==> src/tlvd_pkg.sv <==
package tlvd_pkg;

    localparam int HEADER_BYTES = 5;
    localparam int HDR_CNT_W    = 3;
    localparam int QUEUE_DEPTH  = 2;
    localparam int QPTR_W       = $clog2(QUEUE_DEPTH);
    localparam int QCNT_W       = $clog2(QUEUE_DEPTH + 1);

    localparam logic [31:0] MAX_LENGTH_RESET = 32'd32768;

    localparam logic [HDR_CNT_W-1:0] HDR_LAST_IDX = HDR_CNT_W'(HEADER_BYTES - 1);

    // configuration register indexes
    localparam logic CFG_ENABLE     = 1'b0;
    localparam logic CFG_MAX_LENGTH = 1'b1;

    typedef enum logic [1:0] {
        PH_HEADER = 2'd0,
        PH_DATA   = 2'd1,
        PH_DROP   = 2'd2
    } t_phase;

    typedef enum logic [1:0] {
        KIND_DATA     = 2'd0,
        KIND_EMPTY    = 2'd1,
        KIND_OVERSIZE = 2'd2
    } t_kind;

    typedef struct packed {
        t_kind       kind;
        logic [7:0]  packet_type;
        logic [31:0] packet_length;
        logic [7:0]  data_byte;
        logic        last;
    } t_result;

endpackage

==> src/tlvd_front.sv <==
module tlvd_front (
    input  logic              i_clk,
    input  logic              i_rst_n,
    input  logic              i_take,
    input  logic [7:0]        i_byte,
    input  logic [31:0]       i_max_length,
    output logic              o_push,
    output tlvd_pkg::t_result o_result
);

    localparam logic [tlvd_pkg::HDR_CNT_W-1:0] HDR_CNT_W_ONE = tlvd_pkg::HDR_CNT_W'(1);

    tlvd_pkg::t_phase                     r_phase, n_phase;
    logic [tlvd_pkg::HDR_CNT_W-1:0]       r_hdr_cnt, n_hdr_cnt;
    logic [7:0]                           r_type, n_type;
    logic [31:0]                          r_length, n_length;
    logic [31:0]                          r_seen, n_seen;

    always_ff @(posedge i_clk) begin
        if (!i_rst_n) begin
            r_phase   <= tlvd_pkg::PH_HEADER;
            r_hdr_cnt <= '0;
            r_type    <= '0;
            r_length  <= '0;
            r_seen    <= '0;
        end else begin
            r_phase   <= n_phase;
            r_hdr_cnt <= n_hdr_cnt;
            r_type    <= n_type;
            r_length  <= n_length;
            r_seen    <= n_seen;
        end
    end

    always_comb begin
        logic [31:0] seen_inc;
        logic [31:0] shifted;
        seen_inc  = r_seen + 32'd1;
        shifted   = {r_length[23:0], i_byte};
        n_phase   = r_phase;
        n_hdr_cnt = r_hdr_cnt;
        n_type    = r_type;
        n_length  = r_length;
        n_seen    = r_seen;
        o_push    = 1'b0;
        o_result.kind          = tlvd_pkg::KIND_DATA;
        o_result.packet_type   = r_type;
        o_result.packet_length = r_length;
        o_result.data_byte     = i_byte;
        o_result.last          = 1'b0;
        if (i_take) begin
            case (r_phase)
                tlvd_pkg::PH_DATA: begin
                    n_seen = seen_inc;
                    o_push = 1'b1;
                    if (seen_inc >= r_length) begin
                        o_result.last = 1'b1;
                        n_phase       = tlvd_pkg::PH_HEADER;
                        n_hdr_cnt     = '0;
                    end
                end
                tlvd_pkg::PH_DROP: begin
                    n_seen = seen_inc;
                    if (seen_inc >= r_length) begin
                        n_phase   = tlvd_pkg::PH_HEADER;
                        n_hdr_cnt = '0;
                    end
                end
                default: begin
                    // header phase, unused code too
                    n_phase = tlvd_pkg::PH_HEADER;
                    if (r_hdr_cnt == '0) begin
                        n_type    = i_byte;
                        n_length  = '0;
                        n_hdr_cnt = HDR_CNT_W_ONE;
                    end else if (r_hdr_cnt < tlvd_pkg::HDR_LAST_IDX) begin
                        n_length  = shifted;
                        n_hdr_cnt = r_hdr_cnt + HDR_CNT_W_ONE;
                    end else begin
                        n_length  = shifted;
                        n_hdr_cnt = '0;
                        n_seen    = '0;
                        o_result.packet_length = shifted;
                        o_result.data_byte     = 8'd0;
                        if (shifted == 32'd0) begin
                            o_push        = 1'b1;
                            o_result.kind = tlvd_pkg::KIND_EMPTY;
                            o_result.last = 1'b1;
                        end else if (shifted > i_max_length) begin
                            o_push        = 1'b1;
                            o_result.kind = tlvd_pkg::KIND_OVERSIZE;
                            o_result.last = 1'b1;
                            n_phase       = tlvd_pkg::PH_DROP;
                        end else begin
                            n_phase = tlvd_pkg::PH_DATA;
                        end
                    end
                end
            endcase
        end
    end

endmodule

==> src/tlvd_queue.sv <==
module tlvd_queue (
    input  logic              i_clk,
    input  logic              i_rst_n,
    input  logic              i_push,
    input  tlvd_pkg::t_result i_data,
    output logic              o_space,
    output logic              o_valid,
    input  logic              i_ready,
    output tlvd_pkg::t_result o_data
);

    tlvd_pkg::t_result                 r_mem [tlvd_pkg::QUEUE_DEPTH];
    logic [tlvd_pkg::QPTR_W-1:0]       r_wr_ptr, n_wr_ptr;
    logic [tlvd_pkg::QPTR_W-1:0]       r_rd_ptr, n_rd_ptr;
    logic [tlvd_pkg::QCNT_W-1:0]       r_count, n_count;
    logic                              pop;

    localparam logic [tlvd_pkg::QPTR_W-1:0] PTR_LAST = tlvd_pkg::QPTR_W'(tlvd_pkg::QUEUE_DEPTH - 1);
    localparam logic [tlvd_pkg::QPTR_W-1:0] PTR_ONE  = tlvd_pkg::QPTR_W'(1);
    localparam logic [tlvd_pkg::QCNT_W-1:0] CNT_ONE  = tlvd_pkg::QCNT_W'(1);
    localparam logic [tlvd_pkg::QCNT_W-1:0] CNT_FULL = tlvd_pkg::QCNT_W'(tlvd_pkg::QUEUE_DEPTH);

    assign o_valid = (r_count != '0);
    assign o_space = (r_count != CNT_FULL);
    assign o_data  = r_mem[r_rd_ptr];
    assign pop     = o_valid && i_ready;

    always_comb begin
        n_wr_ptr = r_wr_ptr;
        n_rd_ptr = r_rd_ptr;
        n_count  = r_count;
        if (i_push) begin
            n_wr_ptr = (r_wr_ptr == PTR_LAST) ? '0 : r_wr_ptr + PTR_ONE;
        end
        if (pop) begin
            n_rd_ptr = (r_rd_ptr == PTR_LAST) ? '0 : r_rd_ptr + PTR_ONE;
        end
        if (i_push && !pop) begin
            n_count = r_count + CNT_ONE;
        end else if (pop && !i_push) begin
            n_count = r_count - CNT_ONE;
        end
    end

    always_ff @(posedge i_clk) begin
        if (!i_rst_n) begin
            r_wr_ptr <= '0;
            r_rd_ptr <= '0;
            r_count  <= '0;
        end else begin
            r_wr_ptr <= n_wr_ptr;
            r_rd_ptr <= n_rd_ptr;
            r_count  <= n_count;
        end
    end

    always_ff @(posedge i_clk) begin
        if (i_push) begin
            r_mem[r_wr_ptr] <= i_data;
        end
    end

endmodule

==> src/tlvd_top_check_placeholder.sv <==
module tlvd_cfg (
    input  logic        i_clk,
    input  logic        i_rst_n,
    input  logic        i_cfg_we,
    input  logic        i_cfg_addr,
    input  logic [31:0] i_cfg_wdata,
    output logic        o_enable,
    output logic [31:0] o_max_length
);

    logic        r_enable;
    logic [31:0] r_max_length;

    always_ff @(posedge i_clk) begin
        if (!i_rst_n) begin
            r_enable     <= 1'b0;
            r_max_length <= tlvd_pkg::MAX_LENGTH_RESET;
        end else if (i_cfg_we) begin
            case (i_cfg_addr)
                tlvd_pkg::CFG_ENABLE:     r_enable     <= i_cfg_wdata[0];
                tlvd_pkg::CFG_MAX_LENGTH: r_max_length <= i_cfg_wdata;
                default: ;
            endcase
        end
    end

    assign o_enable     = r_enable;
    assign o_max_length = r_max_length;

endmodule

==> src/tlv_packet_deframer.sv <==
// TLV packet deframer.
// Input channel (i_valid / o_ready, i_rx_byte): one received byte per item.
// A frame is a type byte, a four-byte big-endian length, then the payload.
// Output channel (o_valid / i_ready): one result per payload byte (kind 0,
// tagged with type and length, last on the final byte), one result for an
// empty frame (kind 1) and one for a frame longer than max_length (kind 2),
// whose payload is then consumed without results.
// Configuration: i_cfg_we writes register i_cfg_addr (0 enable, 1 max_length)
// with i_cfg_wdata; while enable is low, bytes are taken and ignored.
// Throughput is one byte per cycle while the result queue has space; the header
// parser and the payload counter decide each byte in the cycle it is accepted.
// A result is registered in the result queue before it reaches the output.
// A two-entry result queue sits between parser and output: when the receiver
// stalls, the queue fills and o_ready drops once both entries are taken.
// Reset (synchronous, active low) empties the queue, returns the parser to the
// header phase, clears enable and sets max_length to 32768.
module tlv_packet_deframer (
    input  logic        i_clk,
    input  logic        i_rst_n,
    input  logic        i_cfg_we,
    input  logic        i_cfg_addr,
    input  logic [31:0] i_cfg_wdata,
    input  logic        i_valid,
    output logic        o_ready,
    input  logic [7:0]  i_rx_byte,
    output logic        o_valid,
    input  logic        i_ready,
    output logic [1:0]  o_kind,
    output logic [7:0]  o_packet_type,
    output logic [31:0] o_packet_length,
    output logic [7:0]  o_data_byte,
    output logic        o_last
);

    logic              enable;
    logic [31:0]       max_length;
    logic              take;
    logic              push;
    logic              space;
    tlvd_pkg::t_result front_res;
    tlvd_pkg::t_result head_res;

    tlvd_cfg u_cfg (
        .i_clk        (i_clk),
        .i_rst_n      (i_rst_n),
        .i_cfg_we     (i_cfg_we),
        .i_cfg_addr   (i_cfg_addr),
        .i_cfg_wdata  (i_cfg_wdata),
        .o_enable     (enable),
        .o_max_length (max_length)
    );

    assign o_ready = space;
    assign take    = i_valid && space && enable;

    tlvd_front u_front (
        .i_clk        (i_clk),
        .i_rst_n      (i_rst_n),
        .i_take       (take),
        .i_byte       (i_rx_byte),
        .i_max_length (max_length),
        .o_push       (push),
        .o_result     (front_res)
    );

    tlvd_queue u_queue (
        .i_clk   (i_clk),
        .i_rst_n (i_rst_n),
        .i_push  (push),
        .i_data  (front_res),
        .o_space (space),
        .o_valid (o_valid),
        .i_ready (i_ready),
        .o_data  (head_res)
    );

    assign o_kind          = head_res.kind;
    assign o_packet_type   = head_res.packet_type;
    assign o_packet_length = head_res.packet_length;
    assign o_data_byte     = head_res.data_byte;
    assign o_last          = head_res.last;

endmodule
==> config.mk <==
export PLATFORM = sky130hd
export DESIGN_NAME = tlv_packet_deframer
export DESIGN_NICKNAME = d
export VERILOG_FILES = /design/src/tlvd_pkg.sv /design/src/tlvd_front.sv /design/src/tlvd_queue.sv /design/src/tlvd_top_check_placeholder.sv /design/src/tlv_packet_deframer.sv
export SDC_FILE = /design/constraint.sdc
export NUM_CORES = 1
export LEC_CHECK = 0
export BUFFER_PORTS_ARGS = -buffer_cell sky130_fd_sc_hd__buf_2
export CAP_MARGIN = 25
export CORE_ASPECT_RATIO = 1.25
export CORE_MARGIN = 2
export CORE_UTILIZATION = 39
export DETAILED_ROUTE_END_ITERATION = 16
export GPL_TIMING_DRIVEN = 0
export SYNTH_ARGS = -nofsm -noshare
export SYNTH_HDL_FRONTEND = slang
export SYNTH_SLANG_ARGS = --single-unit
==> constraint.sdc <==
create_clock -name i_clk -period 6.6 [get_ports i_clk]
set_input_delay 0.99 -clock i_clk [delete_from_list [all_inputs] [get_ports i_clk]]
set_output_delay 0.99 -clock i_clk [all_outputs]
set_load 0.02 [all_outputs]
==> summary.txt <==
Status
  – Status: finished clean

Critical path
  – Most used cell, CP: nand3_1
  – Crit Path Max Fanout: 9
  – Worst Setup End Kind: flop
  – CP cell instances: ha_1 > nand3_1 > nor2_1 > and4_1 > clkbuf_2 > and3_1 > buf_4 > nand3_1 > xnor2_1 > ha_1 > nand4_1 > nor3_1 > nand3_1 > a31oi_1 > o31a_1 > clkbuf_1 > mux2i_1
  – Reg2reg setup slack: 2.47 ns
  – Startpoint Class: flop
  – Worst Path Required: around 7.1 ns
  – Critical Path Slowest Stage Cell: dfxtp_1
  – Critical setup path kind: flop to flop
  – CP arrival: 4.57 ns
  – Crit-path max cell delay: 0.45 ns

STA
  – Peak Freq: around 240 MHz
  – Fin crit period: 4.13 ns
  – Post-Route Setup TNS: 0 ns
  – Tcrit/Tclk final: 62.6%
  – Worst-Margin Slew: just under 0.8 ns
  – Clock skew: between 0.015 and 0.02 ns
  – Setup violators final: 0
  – RSZ-0062 raised after global routing: false
  – Worst rel slew slack: 48.4%
  – Final hold vios: 0
  – Slew Limit Fails: 0

Final layout
  – Final non-filler cell total: between 1500 and 2000
  – P&R area growth vs syn: 16.0%
  – Final core utilization: 46.3%
  – Fin area: around 0.012 mm^2
  – Most common cell after layout, fill and taps aside: nand2_1
  – Share of cells above drive strength 1: between 15 and 20%
  – Final nets: 1345
  – Commonest cells after routing, fill and taps aside: 173 x nand2_1, 115 x dfxtp_1, 102 x edfxtp_1
  – Diode count: 0

Route
  – Wire per inst: about 18 um
  – DRT Wirelength: 28700 um
  – Residual DRC count: 0
  – Detailed Route Iter0 Violations: between 600 and 700
  – DR vias/cell: roughly 5.3
  – DRT Pass-1 Iters: 5
  – Routed vias: 8497
  – Antenna Violating Nets Remaining: 0

Logic synthesis
  – Post-synth top flop: dfxtp_1
  – Library cells used by synthesis: about 50
  – Post-synth EDFFs: around 100
  – Syn nets: 1219
  – Sequential-to-total area share from yosys stat: 50.0%
  – Mapped Cells: 1104
  – Synth Register Bits: about 220
  – Synth Warn #: 0
  – Average size of a mapped cell: 9.72 um^2
  – Ys async rst share: 0%
  – Post-synth design cell area: about 0.011 mm^2

GRT
  – Overflow after GRT: 0
  – First-pass GRT wire length: ~45000 um
  – Overall Global Routing Usage: around a fifth
  – Vias in the first global route: 8318
  – Largest net degree at the start of global routing: 37
  – Initial antenna violation count: 0

CTS
  – CTS Buffer Depth: 3
  – Number of post-CTS setup repair buffers: 0
  – CTS sink count: roughly 220
  – Clk root buf: clkbuf_16
  – Resized cells post-CTS: 0
  – Worst skew pair latency: 0.52 ns
  – Hold-fix buffers, CTS: 0
  – Clock slew at reported path FFs: roughly 0.060 ns
  – CTS tree: done
  – Num CTS Buffers: 23
  – H-tree depth: 1

Pwr
  – Pleak: approximately 4.5 nW
  – Peak VDD IR: ~0.00013 V
  – PD cells: around 220 mW/mm^2

Floorplanning
  – Die Ht: around 190 um
  – Core Footprint: 0.0269 mm^2
  – Standard-cell rows: 67
  – Initial Util: 39.9%
  – Die ar.: 0.0289 mm^2
  – Die X: about 150 um
  – # IOs: 99

Placement
  – Port bufs: a little under 100
  – Placed Instance Area: 0.0117 mm^2
  – Post-DP HPWL: around 21000 um
  – Placed insts: between 1500 and 2000
  – Placer congestion estimate: about 0.87

Run
  – MaxCap Viol Count: 0

Worst hold path
  – HP Class: flop to flop
## cell families after synthesis
| logic type | count (synthesis) | synth area share, % |
|---|---|---|
| DFF | 217 | 50.0 |
| adders and majority gates | 69 | 8.04 |
| xor gates and xnor gates | 33 | 2.69 |
| muxes | 65 | 6.75 |
| buffers and inverters | 132 | 5.02 |
| and+or+nand+nor | 380 | 16.4 |
| AOI/OAI and AO/OA | 208 | 11.1 |
## worst max-delay path: cells and delay by family, from the launching register on
kind | cells | cell delay (ns)
buffers and inverters | 3 | 0.61
XOR/XNOR | 1 | 0.17
multiplexers | 1 | 0.22
AO/OA/AOI/OAI | 2 | 0.50
adder cells (fa/ha/maj) | 2 | 0.54
flip-flops | 1 | 0.45
AND/OR/NAND/NOR | 8 | 1.57
## final cells by class
class	count	area [um^2]
buffer	60	269
tap	345	432
fill	2563	14500
clock buffer	30	602
timing repair buffer	101	558
sequential	217	5370
clock inverter	12	115
multi-input combinational	755	4840
inverter	72	270
## report_power, final
group          total, W  internal [W]  switching [W]  leakage [nW]
combinational  0.000107     0.0000367      0.0000698          2.38
clock           0.00125      0.000723       0.000530         0.345
sequential      0.00141       0.00141     0.00000613          1.78
total           0.00277       0.00217       0.000606          4.51
## state kept, by name, indices dropped and copies added (netlist names), named ones only
name	cells
u_cfg.o_max_length	32
u_front.r_length	32
u_cfg.o_enable	1
u_queue.r_count	2
u_front.r_seen	32
u_front.r_type	8
u_queue.r_mem	102
u_queue.r_wr_ptr	1
u_queue.r_rd_ptr	1
u_front.r_phase	2
u_front.r_hdr_cnt	3
## per-stage QoR
stage	hold slack [ns]	total power [W]	setup WS, ns
2_1_floorplan	0.425	0.00150	1.68
3_3_place_gp	0.432	0.00155	-0.582
5_1_grt	0.469	0.00286	2.18
3_5_place_dp	0.439	0.00155	2.58
6_report	0.450	0.00277	2.47
4_1_cts	0.453	0.00280	2.56
## worst paths after layout
path,from,end,cells past startpoint
worst max-delay path,u_front.r_seen[0],u_front.r_phase[0],17
worst min register to register,u_front.r_type[5],u_queue.r_mem[0][46],0
worst max register to register,u_front.r_seen[0],u_front.r_phase[0],17
worst min-delay path,u_front.r_type[5],u_queue.r_mem[0][46],0
## routing by layer
metal | vias to the layer above | GRT usage (%) | wire [um]
li1 | 4146 | - | -
met1 | 4058 | 23.5 | 11700
met2 | 244 | 35.2 | 14500
met3 | 49 | 3.00 | 1680
met4 | 0 | 6.87 | 833
met5 | - | 0 | 0
## cell usage after synthesis (all sizes together) (16+ instances only)
library cell	number	area share [%]
o21ai	50	2.3
nand3	59	2.8
dfxtp	115	21
clkbuf	51	2.0
mux2	59	6.2
xnor2	16	1.3
edfxtp	102	29
ha	69	8.0
a22oi	17	1.2
nor2	56	2.0
nand2	173	6.0
xor2	17	1.4
inv	72	2.5
a21oi	101	4.7
(Power assumes the default switching activity.)
